`src/rtl/cpe_pkg.sv`:
```
// Shared types, constants and letter classification for the Cologne phonetic encoder.
`timescale 1ns / 1ps
`default_nettype none
package cpe_pkg;

  localparam logic [3:0] SymHmark = 4'd9;
  localparam logic [3:0] SymNone  = 4'd15;
  localparam logic [7:0] SpaceChr = 8'h20;
  localparam int unsigned JobSyms = 4;
  localparam int unsigned FifoDepth = 2;

  // Raw symbols of one byte: up to two.
  typedef struct packed {
    logic [1:0] cnt;
    logic [3:0] s0;
    logic [3:0] s1;
  } raw_t;

  // One request worth of raw symbols, handed from front to back.
  typedef struct packed {
    logic [JobSyms-1:0][3:0] sym;
    logic [2:0]              cnt;
    logic                    word_end;
  } job_t;

  function automatic logic [7:0] fold_upper(input logic [7:0] b);
    logic [7:0] r;
    r = b;
    if (b inside {[8'h61:8'h7a]}) r = b - 8'd32;
    return r;
  endfunction

  function automatic raw_t raw_syms(input logic [7:0] p, input logic [7:0] c,
                                    input logic [7:0] n, input logic first);
    raw_t r;
    r = '{cnt: 2'd1, s0: 4'd0, s1: 4'd0};
    if (first && c == "C") begin
      r.s0 = (n inside {"A", "H", "K", "L", "O", "Q", "R", "U", "X"}) ? 4'd4 : 4'd8;
    end else if (c == "P" && n == "H") begin
      r.s0 = 4'd3;
    end else if (c inside {"D", "T"}) begin
      r.s0 = (n inside {"S", "C", "Z"}) ? 4'd8 : 4'd2;
    end else if (c == "X") begin
      if (p inside {"C", "K", "Q"}) begin
        r.s0 = 4'd8;
      end else begin
        r.cnt = 2'd2;
        r.s0  = 4'd4;
        r.s1  = 4'd8;
      end
    end else if (c == "C") begin
      if (p inside {"S", "Z"}) r.s0 = 4'd8;
      else r.s0 = (n inside {"A", "O", "U", "H", "K", "X", "Q"}) ? 4'd4 : 4'd8;
    end else if (c == "H") begin
      r.s0 = SymHmark;
    end else if (c inside {"A", "E", "I", "J", "Y", "O", "U"}) begin
      r.s0 = 4'd0;
    end else if (c inside {"B", "P"}) begin
      r.s0 = 4'd1;
    end else if (c inside {"F", "V", "W"}) begin
      r.s0 = 4'd3;
    end else if (c inside {"G", "K", "Q"}) begin
      r.s0 = 4'd4;
    end else if (c == "L") begin
      r.s0 = 4'd5;
    end else if (c == "R") begin
      r.s0 = 4'd7;
    end else if (c inside {"M", "N"}) begin
      r.s0 = 4'd6;
    end else if (c inside {"S", "Z"}) begin
      r.s0 = 4'd8;
    end else begin
      r.cnt = 2'd0;
    end
    return r;
  endfunction

endpackage
`default_nettype wire

```
`src/rtl/cologne_phonetic_encoder_core.sv`:
```
// Cologne phonetic encoder: streams word bytes in, Cologne code digits out.
//
// Input channel (in_valid_i / in_stall_o): one byte per request, word_end_i
// set on the last byte of a word. A byte is taken every cycle while the
// two-entry job queue has room; the front end codes each byte once its
// successor arrives or the byte ends a word, in the job of that request.
// Output channel (out_valid_o / out_stall_i): one digit per request, with
// word_done_o on the last one of a word. A word end with no digit gives one
// request with digit_valid_o low and word_done_o high.
// Path: a job's digits pass through the queue, the back end's digit buffer
// and the output register. Throughput: one output request per cycle while
// the receiver does not stall, set by the single output register; a byte
// gives up to two digits (X gives 48), a word end's job up to four.
// Reset clears the look-back state, the queue and the collapse history.
// When the receiver stalls, the output register holds, the back end's
// buffer stops draining, the queue fills and in_stall_o rises.
`timescale 1ns / 1ps
`default_nettype none
module cologne_phonetic_encoder_core (
  input  wire logic       clk_i,
  input  wire logic       rst_ni,
  input  wire logic       in_valid_i,
  output logic            in_stall_o,
  input  wire logic [7:0] letter_i,
  input  wire logic       word_end_i,
  output logic            out_valid_o,
  input  wire logic       out_stall_i,
  output logic [3:0]      code_digit_o,
  output logic            digit_valid_o,
  output logic            word_done_o
);
  import cpe_pkg::*;

  job_t push_job, pop_job;
  logic push, full, job_valid, pop;

  cpe_front u_front (
    .clk_i      (clk_i),
    .rst_ni     (rst_ni),
    .in_valid_i (in_valid_i),
    .in_stall_o (in_stall_o),
    .letter_i   (letter_i),
    .word_end_i (word_end_i),
    .job_full_i (full),
    .job_push_o (push),
    .job_o      (push_job)
  );

  cpe_fifo u_fifo (
    .clk_i       (clk_i),
    .rst_ni      (rst_ni),
    .push_i      (push),
    .push_data_i (push_job),
    .full_o      (full),
    .valid_o     (job_valid),
    .pop_i       (pop),
    .pop_data_o  (pop_job)
  );

  cpe_back u_back (
    .clk_i         (clk_i),
    .rst_ni        (rst_ni),
    .job_valid_i   (job_valid),
    .job_i         (pop_job),
    .job_pop_o     (pop),
    .out_valid_o   (out_valid_o),
    .out_stall_i   (out_stall_i),
    .code_digit_o  (code_digit_o),
    .digit_valid_o (digit_valid_o),
    .word_done_o   (word_done_o)
  );

`ifndef SYNTH
  // an empty item only ever closes a word
  a_blank_is_end: assert property (@(posedge clk_i) disable iff (!rst_ni)
    (out_valid_o && !digit_valid_o) |-> (word_done_o && code_digit_o == 4'd0))
    else $error("empty result item without word end");

  // H marks and the none marker never reach the output
  a_digit_range: assert property (@(posedge clk_i) disable iff (!rst_ni)
    (out_valid_o && digit_valid_o) |-> (code_digit_o <= 4'd8))
    else $error("code digit out of range");

  // a job is never pushed into a full queue
  a_no_push_full: assert property (@(posedge clk_i) disable iff (!rst_ni)
    push |-> !full)
    else $error("job pushed while queue full");
`endif

endmodule
`default_nettype wire

```
`src/rtl/cpe_front.sv`:
```
// Front end: takes word bytes, keeps look-back/held byte, codes raw symbols into jobs.
`timescale 1ns / 1ps
`default_nettype none
module cpe_front (
  input  wire logic          clk_i,
  input  wire logic          rst_ni,
  input  wire logic          in_valid_i,
  output logic               in_stall_o,
  input  wire logic [7:0]    letter_i,
  input  wire logic          word_end_i,
  input  wire logic          job_full_i,
  output logic               job_push_o,
  output cpe_pkg::job_t      job_o
);
  import cpe_pkg::*;

  logic [7:0] before_q, before_d;
  logic [7:0] held_q, held_d;
  logic       held_valid_q, held_valid_d;
  logic       held_first_q, held_first_d;

  logic [7:0] cur;
  logic       accept;
  raw_t       rh, rf;
  logic [1:0] hcnt, fcnt;
  logic [7:0] p_final;
  logic       first_final;

  assign in_stall_o = job_full_i;
  assign accept     = in_valid_i && !job_full_i;
  assign cur        = fold_upper(letter_i);

  assign p_final     = held_valid_q ? held_q : before_q;
  assign first_final = held_valid_q ? 1'b0 : held_first_q;

  always_comb begin
    rh   = raw_syms(before_q, held_q, cur, held_first_q);
    rf   = raw_syms(p_final, cur, SpaceChr, first_final);
    hcnt = held_valid_q ? rh.cnt : 2'd0;
    fcnt = word_end_i ? rf.cnt : 2'd0;

    job_o.sym      = '0;
    job_o.sym[0]   = rh.s0;
    job_o.sym[1]   = rh.s1;
    job_o.word_end = word_end_i;
    job_o.cnt      = {1'b0, hcnt} + {1'b0, fcnt};
    case (hcnt)
      2'd0: begin
        job_o.sym[0] = rf.s0;
        job_o.sym[1] = rf.s1;
      end
      2'd1: begin
        job_o.sym[1] = rf.s0;
        job_o.sym[2] = rf.s1;
      end
      2'd2: begin
        job_o.sym[2] = rf.s0;
        job_o.sym[3] = rf.s1;
      end
      default: ;
    endcase
    // a job with nothing to code and no word end has no effect downstream
    job_push_o = accept && (word_end_i || job_o.cnt != 3'd0);
  end

  always_comb begin
    before_d     = before_q;
    held_d       = held_q;
    held_valid_d = held_valid_q;
    held_first_d = held_first_q;
    if (accept) begin
      if (word_end_i) begin
        before_d     = SpaceChr;
        held_d       = 8'h00;
        held_valid_d = 1'b0;
        held_first_d = 1'b1;
      end else begin
        if (held_valid_q) begin
          before_d     = held_q;
          held_first_d = 1'b0;
        end
        held_d       = cur;
        held_valid_d = 1'b1;
      end
    end
  end

  always_ff @(posedge clk_i or negedge rst_ni) begin
    if (!rst_ni) begin
      before_q     <= SpaceChr;
      held_q       <= 8'h00;
      held_valid_q <= 1'b0;
      held_first_q <= 1'b1;
    end else begin
      before_q     <= before_d;
      held_q       <= held_d;
      held_valid_q <= held_valid_d;
      held_first_q <= held_first_d;
    end
  end

endmodule
`default_nettype wire

```
`src/rtl/cpe_fifo.sv`:
```
// Two-entry job queue between front and back.
`timescale 1ns / 1ps
`default_nettype none
module cpe_fifo (
  input  wire logic          clk_i,
  input  wire logic          rst_ni,
  input  wire logic          push_i,
  input  wire cpe_pkg::job_t push_data_i,
  output logic               full_o,
  output logic               valid_o,
  input  wire logic          pop_i,
  output cpe_pkg::job_t      pop_data_o
);
  import cpe_pkg::*;

  job_t       mem_q [FifoDepth];
  logic       wptr_q, rptr_q;
  logic [1:0] count_q, count_d;
  logic       do_push, do_pop;

  assign full_o     = (count_q == 2'(FifoDepth));
  assign valid_o    = (count_q != 2'd0);
  assign do_push    = push_i && !full_o;
  assign do_pop     = pop_i && valid_o;
  assign pop_data_o = mem_q[rptr_q];

  always_comb begin
    count_d = count_q;
    if (do_push && !do_pop) count_d = count_q + 2'd1;
    else if (!do_push && do_pop) count_d = count_q - 2'd1;
  end

  always_ff @(posedge clk_i) begin
    if (do_push) mem_q[wptr_q] <= push_data_i;
  end

  always_ff @(posedge clk_i or negedge rst_ni) begin
    if (!rst_ni) begin
      wptr_q  <= 1'b0;
      rptr_q  <= 1'b0;
      count_q <= 2'd0;
    end else begin
      if (do_push) wptr_q <= ~wptr_q;
      if (do_pop) rptr_q <= ~rptr_q;
      count_q <= count_d;
    end
  end

endmodule
`default_nettype wire

```
`src/rtl/cpe_back.sv`:
```
// Back end: collapses runs, drops H marks and late zeros, streams digits out.
`timescale 1ns / 1ps
`default_nettype none
module cpe_back (
  input  wire logic          clk_i,
  input  wire logic          rst_ni,
  input  wire logic          job_valid_i,
  input  wire cpe_pkg::job_t job_i,
  output logic               job_pop_o,
  output logic               out_valid_o,
  input  wire logic          out_stall_i,
  output logic [3:0]         code_digit_o,
  output logic               digit_valid_o,
  output logic               word_done_o
);
  import cpe_pkg::*;

  // collapse history
  logic [3:0] last_q, last_d;
  logic       any_q, any_d;

  // digit buffer for the current job
  logic [JobSyms-1:0][3:0] dig_q, dig_d;
  logic [2:0] rem_q, rem_d;
  logic [1:0] idx_q, idx_d;
  logic       end_q, end_d;
  logic       blank_q, blank_d;

  // output register
  logic       ov_q;
  logic [3:0] ocode_q;
  logic       odv_q, odone_q;

  logic                    out_free, move, last_move, load;
  logic [JobSyms-1:0][3:0] surv;
  logic [2:0]              nsurv;
  logic [3:0]              f_last, s;
  logic                    f_any;

  assign out_free  = !ov_q || !out_stall_i;
  assign move      = (rem_q != 3'd0) && out_free;
  assign last_move = move && (rem_q == 3'd1);
  assign load      = job_valid_i && ((rem_q == 3'd0) || last_move);
  assign job_pop_o = load;

  // filter the job's raw symbols in order
  always_comb begin
    f_last = last_q;
    f_any  = any_q;
    surv   = '0;
    nsurv  = 3'd0;
    s      = 4'd0;
    for (int i = 0; i < JobSyms; i++) begin
      s = job_i.sym[i];
      if (3'(i) < job_i.cnt && s != f_last) begin
        f_last = s;
        if (s != SymHmark && !(s == 4'd0 && f_any)) begin
          f_any       = 1'b1;
          surv[nsurv[1:0]] = s;
          nsurv       = nsurv + 3'd1;
        end
      end
    end
  end

  always_comb begin
    last_d  = last_q;
    any_d   = any_q;
    dig_d   = dig_q;
    rem_d   = rem_q;
    idx_d   = idx_q;
    end_d   = end_q;
    blank_d = blank_q;
    if (load) begin
      dig_d   = surv;
      idx_d   = 2'd0;
      end_d   = job_i.word_end;
      blank_d = job_i.word_end && (nsurv == 3'd0);
      rem_d   = blank_d ? 3'd1 : nsurv;
      if (job_i.word_end) begin
        last_d = SymNone;
        any_d  = 1'b0;
      end else begin
        last_d = f_last;
        any_d  = f_any;
      end
    end else if (move) begin
      rem_d = rem_q - 3'd1;
      idx_d = idx_q + 2'd1;
    end
  end

  always_ff @(posedge clk_i) begin
    dig_q   <= dig_d;
    idx_q   <= idx_d;
    end_q   <= end_d;
    blank_q <= blank_d;
    if (move) begin
      ocode_q <= blank_q ? 4'd0 : dig_q[idx_q];
      odv_q   <= !blank_q;
      odone_q <= end_q && (rem_q == 3'd1);
    end
  end

  always_ff @(posedge clk_i or negedge rst_ni) begin
    if (!rst_ni) begin
      last_q <= SymNone;
      any_q  <= 1'b0;
      rem_q  <= 3'd0;
      ov_q   <= 1'b0;
    end else begin
      last_q <= last_d;
      any_q  <= any_d;
      rem_q  <= rem_d;
      if (out_free) ov_q <= move;
    end
  end

  assign out_valid_o   = ov_q;
  assign code_digit_o  = ocode_q;
  assign digit_valid_o = odv_q;
  assign word_done_o   = odone_q;

endmodule
`default_nettype wire

```
`config.mk`:
```
export PLATFORM = sky130hd
export DESIGN_NAME = cologne_phonetic_encoder_core
export DESIGN_NICKNAME = d
export VERILOG_FILES = /design/src/rtl/cpe_pkg.sv /design/src/rtl/cologne_phonetic_encoder_core.sv /design/src/rtl/cpe_front.sv /design/src/rtl/cpe_fifo.sv /design/src/rtl/cpe_back.sv
export SDC_FILE = /design/constraint.sdc
export NUM_CORES = 1
export LEC_CHECK = 0
export BUFFER_PORTS_ARGS = -buffer_cell sky130_fd_sc_hd__clkbuf_2
export CORE_MARGIN = 4
export CORE_UTILIZATION = 59
export CTS_BUF_LIST = sky130_fd_sc_hd__clkbuf_4 sky130_fd_sc_hd__clkbuf_8
export DETAILED_ROUTE_END_ITERATION = 6
export GPL_TIMING_DRIVEN = 0
export PLACE_DENSITY = 0.85
export SYNTH_ARGS = -nofsm -noshare
export SYNTH_HDL_FRONTEND = slang
export SYNTH_SLANG_ARGS = --single-unit
```
`constraint.sdc`:
```
create_clock -name clk_i -period 9.3 [get_ports clk_i]
set_input_delay 1.86 -clock clk_i [delete_from_list [all_inputs] [get_ports clk_i]]
set_output_delay 1.86 -clock clk_i [all_outputs]
set_load 0.03 [all_outputs]
```
# --- Yosys cells after proc, flatten, opt, wreduce, memory -nomap -nowiden ---
# Memory sizes are Yosys's and may differ from the RTL's.
# Index checks and enable logic that the tools add are counted.
op_classes:
  add_sub_neg: 9
  order_cmp: 13
  n_eq_ne: 72
  mux: 130
  n_bitwise: 2
  reduce_logical: 75
ops:
  columns: ["op", "n"]
  rows:
  - ["8-bit by 7-bit equality test with 1-bit output (second input constant)", 60]
  - ["4-bit 2-to-1 mux", 53]
  - ["16-bit 2-to-1 mux", 6]
  - ["2-bit 2-to-1 mux", 29]
  - ["16-bit bitwise mux", 3]
  - ["8-bit 2-to-1 mux", 4]
  - ["1-bit logical AND", 30]
  - ["3-bit 2-to-1 mux", 10]
  - ["3-bit nonzero test", 9]
  - ["4-bit demux with 2-bit select", 3]
  - ["2-bit nonzero test", 12]
  - ["7-bit nonzero test", 3]
  - ["1-bit 2-to-1 mux", 17]
  - ["4-bit zero test", 4]
  - ["4-bit inequality test", 4]
  - ["4-bit inequality test (second input constant)", 4]
  - ["4-bit one-hot mux with 2 select lines", 2]
  - ["2-bit by 3-bit < comparator with 1-bit output (second input constant)", 4]
  - ["6-bit 2-to-1 mux", 2]
  - ["1-bit zero test", 10]
  - ["3-bit by 1-bit adder with 3-bit output (second input constant)", 3]
  - ["9-bit nonzero test", 1]
  - ["4-bit binary-select mux with 2-bit select", 1]
  - ["8-bit by 7-bit >= comparator with 1-bit output (second input constant)", 1]
  - ["16 further kinds", 26]
totals:
  register_bits: 57
  ram_bits: 40
  input_bits: 13
  output_inout_bits: 8
  wordCells: 323
  memories: 1
memory_table:
  columns: ["name", "words", "width", "rd", "rd_clocked_by_memory_dff", "write_ports", "line_no", "rtl"]
  rows:
  - ["u_fifo.mem_q", 2, 20, 1, 0, 1, "cpe_fifo.sv:16", "job_t mem_q [FifoDepth];"]

# --- Longest topological paths before layout ---
# Gate-level depths: netlist of run 1.
logic_depth:
  word_depth: 28
  ltp_mapped: 20
  ltp_nobuf: 17

# --- Cells and area by module ---
# From an unflattened synthesis of run 1, not the netlist that was laid out.
unflattened:
  hier_cells: 628
  hier_area_um2: 6518.8
by_module_without_submodules:
  columns: ["module", "n_inst", "cells_per_inst", "area_each_um2", "seq_area_each_um2"]
  rows:
  - ["cpe_back", 1, 296, 2864.0, 991.0]
  - ["cpe_front", 1, 251, 1926.8, 452.9]
  - ["cpe_fifo", 1, 81, 1727.9, 1301.2]

# --- Worst setup path before layout of run 1 ---
# OpenSTA, ideal clock, no wires.
synth_timing:
  path_type: "input to register"
  startpoint: "input port letter_i[1]"
  endpoint: "memory u_fifo.mem_q[0][0] (netlist name), enable pin"
  setup_time_ns: 0.390
  arrival_ns: 4.618
  t_required_ns: 8.910
  path_slack_ns: 4.292
  stages: 12
  path_buffers: 1
  cell_sequence: "or2_2 nor2_1 a32oi_1 a21oi_1 or2_2 clkbuf_1 nor4_1 and2_1 fa_1 nor4_1 nand2b_1 nor2_1"
synth_lines:
  columns: ["element", "line_no", "rtl"]
  rows:
  - ["from (decl)", "cologne_phonetic_encoder_core.sv:24", "input wire logic [7:0] letter_i,"]
  - ["to (decl)", "cpe_fifo.sv:16", null]

==> results of run 1 <==
==> area by class of cell <==
type                    count  area, sq um
fillers                   755         3330
multi-input cells         454         3280
flip-flops and latches     91         2560
plain buffers              31          168
well taps                 133          166
clock buffers              10          131
repair buffers             20          100
inverters                  24         95.1
clock inverters             6         70.1
==> per-stage QoR <==
| step | util (%) | cells | hold slack (ns) |
|---|---|---|---|
| after detailed placement | 64.3 | 753 | 0.464 |
| after global routing | 66.4 | 769 | 0.508 |
| final | 66.4 | 769 | 0.485 |
| after floorplan | - | 600 | 0.450 |
| after CTS | 66.4 | 769 | 0.481 |
| after global placement | 64.3 | 753 | 0.460 |
==> state kept, by name, summed over array words and instances (netlist names), 2 cells and up <==
| register | cells |
|---|---|
| u_back.idx_q | 2 |
| u_fifo.mem_q | 34 |
| u_back.code_digit_o | 4 |
| u_back.dig_q | 16 |
| u_front.before_q | 8 |
| u_back.rem_q | 3 |
| u_fifo.count_q | 2 |
| u_front.held_q | 8 |
| u_back.last_q | 4 |
==> synth_stat cells (4+ instances only) <==
cell / n / area (sq um)
nand2_1: 66 / 248
edfxtp_1: 58 / 1740
nor2_1: 40 / 150
mux2i_1: 31 / 310
xor2_1: 28 / 245
dfrtp_1: 25 / 626
a21oi_1: 24 / 120
clkbuf_1: 23 / 86.3
inv_1: 23 / 86.3
o21ai_0: 23 / 115
nand3_1: 19 / 95.1
ha_1: 18 / 225
and2_1: 15 / 93.8
xnor2_1: 14 / 123
nor2b_1: 10 / 62.6
a22o_1: 9 / 78.8
mux2_2: 9 / 101
nand2b_1: 9 / 56.3
nor3_1: 9 / 45.0
nor3b_1: 8 / 60.1
and3_1: 7 / 43.8
dfstp_2: 6 / 158
nor4_1: 6 / 37.5
o31ai_1: 6 / 45.0
nand3b_1: 5 / 37.5
o211ai_1: 5 / 37.5
a22oi_1: 4 / 30.0
a31oi_1: 4 / 25.0
mux2i_4: 4 / 90.1
mux4_2: 4 / 90.1
o22ai_1: 4 / 25.0
==> power breakdown <==
part / internal, mW / switching [mW] / leakage (nW)
clock network: 0.131 / 0.150 / 0.107
logic: 0.547 / 0.806 / 1.55
registers: 0.624 / 0.0997 / 0.948
==> metal layers <==
metal	GRT usage [%]	vias up	share of wire [%]	routed length [um]
met5	0	-	0	0
li1	-	2269	-	-
met4	10.4	0	2.8	411
met3	3.64	37	6.6	966
met1	33.5	2393	42	6180
met2	41.9	230	48	7080
==> kinds of logic (layout without fill, tap and decap cells) <==
group | after synthesis | after routing
AND/OR/NAND/NOR | 211 | 211
flip-flops | 91 | 91
XOR/XNOR | 43 | 43
multiplexers | 53 | 53
AO/OA/AOI/OAI | 128 | 128
adder cells (fa/ha/maj) | 19 | 19
buffers and inverters | 55 | 91
==> worst min-delay path, delay by kind of cell (launching register included) <==
family,cells,cell delay (ns)
flip-flops,1,0.38
AO/OA/AOI/OAI,1,0.06
buffers and inverters,1,0.05
==> worst max-delay path by stage <==
stage | start | to | depth (start not counted)
after global routing | letter_i[2] | u_fifo.mem_q[1][13]$_DFFE_PP_ | 14
after floorplan | letter_i[1] | u_fifo.mem_q[0][0]$_DFFE_PP_ | 12
final | letter_i[2] | u_fifo.mem_q[1][14]$_DFFE_PP_ | 14
after detailed placement | letter_i[2] | u_fifo.mem_q[0][19]$_DFFE_PP_ | 13
after global placement | letter_i[2] | u_fifo.mem_q[0][19]$_DFFE_PP_ | 13
after CTS | letter_i[2] | u_fifo.mem_q[0][13]$_DFFE_PP_ | 13
==> metrics.md, run 1 <==
| Metric | Value |
|---|---|
| Design Area, Final | `6580 sq um` |
| CTS max path bufs | `2` |
| Post-CTS setup buffers | `0` |
| Number of global-route vias before repair | `about 4,700` |
| Arr. time, crit path | `5.60 ns` |
| Compound-Gate Fraction of Synth Area | `between 15 and 20%` |
| Worst relative slew slack | `24.5%` |
| Multiplexer share of the synthesized area | `approximately 11%` |
| Worst R2R Start | `u_fifo.rptr_q$_DFFE_PN0P_` |
| Vias per inst | `6.41` |
| Die ar. | `approximately 12,000 sq um` |
| GPL Wtd Cong | `between 0.9 and 1` |
| Yosys cell types | `just under 80` |
| Clock slew at reported path FFs | `0.09 ns` |
| Initial antenna violation count | `0` |
| Largest net degree at the start of global routing | `32` |
| Fin Setup TNS | `0 ns` |
| Share of layout cells above drive strength 1 | `between 10% and 20%` |
| DR WL/cell | `19.0 um` |
| Cts hold-fix bufs | `0` |
| # resized after CTS | `0` |
| All-Layer GR Usage | `25.3%` |
| Most common cell after layout, fill and taps aside | `nand2_1` |
| Critical path endpoint category | `register` |
| Nets | `663` |
| Vias after detailed routing | `between 4,000 and 5,000` |
| Largest family of logic cells by synthesized area | `simple AND/OR/NAND/NOR gates` |
| Post-synth ARST share | `about a third` |
| Fmax | `around 180 MHz` |
| Total CTS buffers | `9` |
| Congestion Overflow GR | `0` |
| CP top delay family | `simple AND/OR/NAND/NOR gates` |
| CP Data Required Time | `roughly 9.3 ns` |
| Worst Path Max Fanout | `17` |
| Fin crit share | `between 60% and 70%` |
| Avg Synthesized Cell Area | `a little over 10 sq um` |
| Post-synth EDFFs | `58` |
| Inserted Diodes | `0` |
| Crit-path max cell delay | `~0.55 ns` |
| Adder-cell share of the synthesized area | `roughly 4.0%` |
| CTS tree | `done` |
| DP Wirelength | `between 10,000 and 15,000 um` |
| Cell area after synthesis | `~6100 sq um` |
| Primary FF master, synth | `edfxtp_1` |
| Overall power | `around 2.4 mW` |
| Hold path start | `u_front.before_q[5]$_DFFE_PN1P_` |
| Final ANT Viol Nets | `0` |
| Register area share after synthesis | `a little over two fifths` |
| CP max-delay cell | `nor4_1` |
| Clock skew | `around 0.018 ns` |
| Yosys warns | `0` |
| Final setup margin | `between 3 and 4 ns` |
| Tmin final | `around 5.6 ns` |
| XOR/XNOR Fraction of Synth Area | `between 6 and 7%` |
| Commonest non-fill, non-tap cells in the layout | `nand2_1 (66), edfxtp_1 (58), nor2_1 (39)` |
| Number of synthesized register bits | `91` |
| Worst-Skew Late Latency | `~0.38 ns` |
| Startpoint types | `input pin` |
| Setup violators final | `0` |
| Least-Margin Pin Slew | `approximately 1.1 ns` |
| Final WL | `between 10,000 and 15,000 um` |
| Reg-to-reg endpoint | `u_back.rem_q[0]$_DFFE_PN0P_` |
| Die width | `about 110 um` |
| Final count of pins violating max slew | `0` |
| First-pass GRT wire length | `23,400 um` |
| Synth Instances | `600` |
| RSZ-0062 raised after global routing | `false` |
| Root Buffer | `clkbuf_8` |
| WP buf/inv | `4` |
| Power density over cell area | `approximately 360 nW/um^2` |
| Instance area at placement | `~6400 sq um` |
| I/O pins | `21` |
| Residual DRC | `0` |
| R2R Setup Slk | `slightly above 4 ns` |
| Setup WS pre-CTS | `3.30 ns` |
| HP Class | `reg2reg` |
| Worst Hold End | `u_front.before_q[5]$_DFFE_PN1P_` |
| Synth Net Count | `roughly 630` |
| IO Port Bufs | `20` |
| Critical path type | `in2reg` |
| Lkg Pwr | `between 2 and 3 nW` |
| Worst-case reg-to-reg path depth | `18` |
| Outcome | `completed` |
| DRT Pass-1 Iters | `5` |
| Die H | `approximately 110 um` |
| # rows | `36` |
| Total of max-cap violations | `0` |
| WHS Path Cells | `2` |
| Initial core utilization | `61.7%` |
| DR iter-0 viols | `approximately 560` |
| H-tree depth | `3` |
| Clock Sinks | `between 90 and 100` |
| Synthesis-to-layout area growth | `7.70%` |
| Max VDD drop | `approximately 0.19 mV` |
| Simple logic cell fraction of the synthesized area | `between 10% and 20%` |
| Core Area | `~10000 sq um` |
| Worst path cell trace | `clkbuf_2 > inv_1 > nand2_1 > a32oi_1 > a21oi_1 > or2_2 > clkbuf_1 > nor4_1 > and2_1 > fa_1 > nor4_1 > nand2b_1 > inv_1 > and2_1` |
| Fin. Hold Viols | `0` |
No activity file was read; power rests on OpenSTA's default activity.
==> inputs of run 2 (changes only) <==
Settings changed: PLACE_DENSITY 0.85 to 0.88.
Clock period 9.3 ns to 4.8 ns, I/O delays scaled along.
==> run 2 against run 1 <==
  * First-iteration DRC count shrank 23%
  * Routed wire length is 2.0% lower
  * Total power is 94% higher
  * Register-to-register slack got worse by 4.0 ns
  * Worst setup slack got worse by 3.6 ns
  * Clock power up 71%
==> metrics.md, run 2 (same netlist as run 1, synthesis figures left out) <==
| Metric | Value |
|---|---|
| Total CTS buffers | `9 (unchanged)` |
| Worst-case reg-to-reg path depth | `18 (unchanged)` |
| Startpoint types | `register (was input pin)` |
| Die ar. | `12,000 sq um (unchanged)` |
| Clock skew | `0.0198 ns (was 0.0175 ns)` |
| DP Wirelength | `10,700 um (was 11,000 um)` |
| Lkg Pwr | `2.60 nW (about the same)` |
| Sw Ratio | `44.7% (was 44.8%)` |
| Final WL | `14,300 um (was 14,600 um)` |
| Die H | `110 um (unchanged)` |
| Congestion Overflow GR | `0 (unchanged)` |
| Clock slew at reported path FFs | `0.09 ns (about the same)` |
| R2R Setup Slk | `0.14 ns (was 4.12 ns)` |
| DR iter-0 viols | `433 (was 561)` |
| WHS Path Cells | `2 (unchanged)` |
| Vias after detailed routing | `4,910 (was 4,929)` |
| Setup violators final | `0 (unchanged)` |
| Overall power | `4.57 mW (was 2.36 mW)` |
| Commonest non-fill, non-tap cells in the layout | `nand2_1 (66), edfxtp_1 (58), nor2_1 (39) (unchanged)` |
| Number of global-route vias before repair | `4,635 (was 4,658)` |
| IO Port Bufs | `20 (unchanged)` |
| CTS tree | `done (unchanged)` |
| H-tree depth | `3 (unchanged)` |
| DRT Pass-1 Iters | `7 (was 5)` |
| Combinational share of power | `58.9% (was 57.4%)` |
| Worst R2R Start | `u_fifo.rptr_q$_DFFE_PN0P_ (unchanged)` |
| # rows | `36 (unchanged)` |
| Seq pwr share | `30.6% (was 30.7%)` |
| Fillcell total | `732 (was 755)` |
| Final count of pins violating max slew | `0 (unchanged)` |
| Arr. time, crit path | `4.92 ns (was 5.60 ns)` |
| Worst-Skew Late Latency | `0.37 ns (was 0.38 ns)` |
| DR WL/cell | `18.7 um (was 19.0 um)` |
| Worst Path Max Fanout | `10 (was 17)` |
| Fin Setup TNS | `0 ns (unchanged)` |
| Max VDD drop | `0.380 mV (was 0.192 mV)` |
| Nets | `663 (unchanged)` |
| Least-Margin Pin Slew | `1.14 ns (was 1.13 ns)` |
| P_int | `2.52 mW (was 1.30 mW)` |
| Design Area, Final | `6620 sq um (was 6580 sq um)` |
| Share of layout cells above drive strength 1 | `14.3% (was 13.2%)` |
| Worst relative slew slack | `24.3% (was 24.5%)` |
| First-pass GRT wire length | `23,300 um (was 23,400 um)` |
| Hold path start | `u_front.before_q[5]$_DFFE_PN1P_ (unchanged)` |
| Clock Sinks | `91 (unchanged)` |
| RSZ-0062 raised after global routing | `false (unchanged)` |
| Most common cell after layout, fill and taps aside | `nand2_1 (unchanged)` |
| HP Class | `reg2reg (unchanged)` |
| Power density over cell area | `690 nW/um^2 (was 358 nW/um^2)` |
| Clock share of power | `10.5% (was 11.9%)` |
| Residual DRC | `0 (unchanged)` |
| Synthesis-to-layout area growth | `8.27% (was 7.70%)` |
| Outcome | `completed (unchanged)` |
| I/O pins | `21 (unchanged)` |
| Fin crit share | `a little over nine tenths` |
| Total of max-cap violations | `0 (unchanged)` |
| Critical path type | `reg2reg (was in2reg)` |
| Instance area at placement | `6380 sq um (unchanged)` |
| Vias per inst | `6.38 (was 6.41)` |
| All-Layer GR Usage | `25.1% (was 25.3%)` |
| Layout Cells excl Fill | `769 (unchanged)` |
| Critical path endpoint category | `register (unchanged)` |
| Initial core utilization | `61.7% (unchanged)` |
| Cts hold-fix bufs | `0 (unchanged)` |
| Largest register FFs | `34 (unchanged)` |
| Largest net degree at the start of global routing | `32 (unchanged)` |
| GPL Wtd Cong | `0.911 (was 0.949)` |
| Core Area | `9910 sq um (unchanged)` |
| Largest registers | `u_fifo.mem_q (34), u_back.dig_q (16) (unchanged)` |
| Reg-to-reg endpoint | `u_back.rem_q[0]$_DFFE_PN0P_ (unchanged)` |
| Die width | `110 um (unchanged)` |
| Final ANT Viol Nets | `0 (unchanged)` |
| Psw | `2.04 mW (was 1.06 mW)` |
| CTS max path bufs | `2 (unchanged)` |
| Fmax | `214 MHz` |
| Tightest hold margin | `0.501 ns (was 0.485 ns)` |
| Worst Hold End | `u_front.before_q[5]$_DFFE_PN1P_ (unchanged)` |
| DP Cell Count | `753 (unchanged)` |
| Tmin final | `about 4.7 ns` |
| Initial antenna violation count | `0 (unchanged)` |
| Fin. Hold Viols | `0 (unchanged)` |
| CP Data Required Time | `5.06 ns (was 9.31 ns)` |
| Largest register by flop count | `u_fifo.mem_q (unchanged)` |
| Root Buffer | `clkbuf_8 (unchanged)` |
| Inserted Diodes | `0 (unchanged)` |
run 2: area by class of cell:
type / instances / area (sq um) / area share [%]
clock inverter: 5 / 33.8 / 0.511
sequential: 91 / 2570 / 38.8
multi-input combinational: 454 / 3330 / 50.4
buffer: 31 / 176 / 2.67
timing repair buffer: 20 / 100 / 1.51
inverter: 24 / 95.1 / 1.44
tap: 133 / 166 / 2.52
clock buffer: 11 / 145 / 2.19
run 2: through the flow:
step / worst slack [ns] / utilization [%]
6_report: 0.137 / 66.8
3_3_place_gp: -0.254 / 64.3
3_5_place_dp: -0.303 / 64.3
2_1_floorplan: 0.390 / -
5_1_grt: 0.0164 / 66.8
4_1_cts: 0.0640 / 66.3
run 2: worst max-delay path, stage by stage, from the launching register on:
cell and delay, ns:
dfrtp_2 0.43, buf_12 0.17, buf_8 0.17, mux2i_4 0.33, xor2_1 0.17, a41o_1 0.25, o21bai_1 0.12, and3_1 0.19
o21ai_2 0.21, ha_1 0.28, mux2_4 0.31, ha_1 0.33, mux2i_4 0.22, inv_1 0.10, ha_1 0.34, nor3b_1 0.15
mux2_4 0.26, a22o_1 0.22, o31a_1 0.29
run 2: metal layers:
| layer | part of all wire, % | up-vias | wire length (um) | GRT usage [%] |
|---|---|---|---|---|
| met4 | 3.0 | 0 | 435 | 9.44 |
| met3 | 7.2 | 44 | 1030 | 4.17 |
| met1 | 42 | 2364 | 6000 | 34.0 |
| met5 | 0 | - | 0 | 0 |
| li1 | - | 2264 | - | - |
| met2 | 48 | 238 | 6880 | 40.7 |
run 2: worst max-delay path by stage:
| stage | cells past startpoint | from | to | slack, ns |
|---|---|---|---|---|
| 2_1_floorplan | 18 | u_fifo.rptr_q$_DFFE_PN0P_ | u_back.rem_q[0]$_DFFE_PN0P_ | 0.39 |
| 3_3_place_gp | 13 | letter_i[2] | u_fifo.mem_q[0][19]$_DFFE_PP_ | -0.25 |
| 3_5_place_dp | 13 | letter_i[2] | u_fifo.mem_q[0][19]$_DFFE_PP_ | -0.30 |
| 4_1_cts | 11 | u_front.held_q[5]$_DFFE_PN0P_ | u_fifo.mem_q[0][12]$_DFFE_PP_ | 0.06 |
| 5_1_grt | 18 | u_fifo.rptr_q$_DFFE_PN0P_ | u_back.rem_q[0]$_DFFE_PN0P_ | 0.02 |
| 6_report | 18 | u_fifo.rptr_q$_DFFE_PN0P_ | u_back.rem_q[0]$_DFFE_PN0P_ | 0.14 |
run 2: power by group through the flow:
stage          Sequential, mW  Combinational, mW  Clock [mW]
2_1_floorplan            1.40               1.95           0
3_3_place_gp             1.38               2.44           0
3_5_place_dp             1.41               2.55           0
4_1_cts                  1.39               2.59       0.488
5_1_grt                  1.43               2.91       0.521
6_report                 1.40               2.69       0.479
run 2: repair_timing:
item / 4_1_cts / 5_1_grt
endpoints found under the setup margin: 2 / 20
setup buffers: 0 / 0
resized for setup: 4 / 9
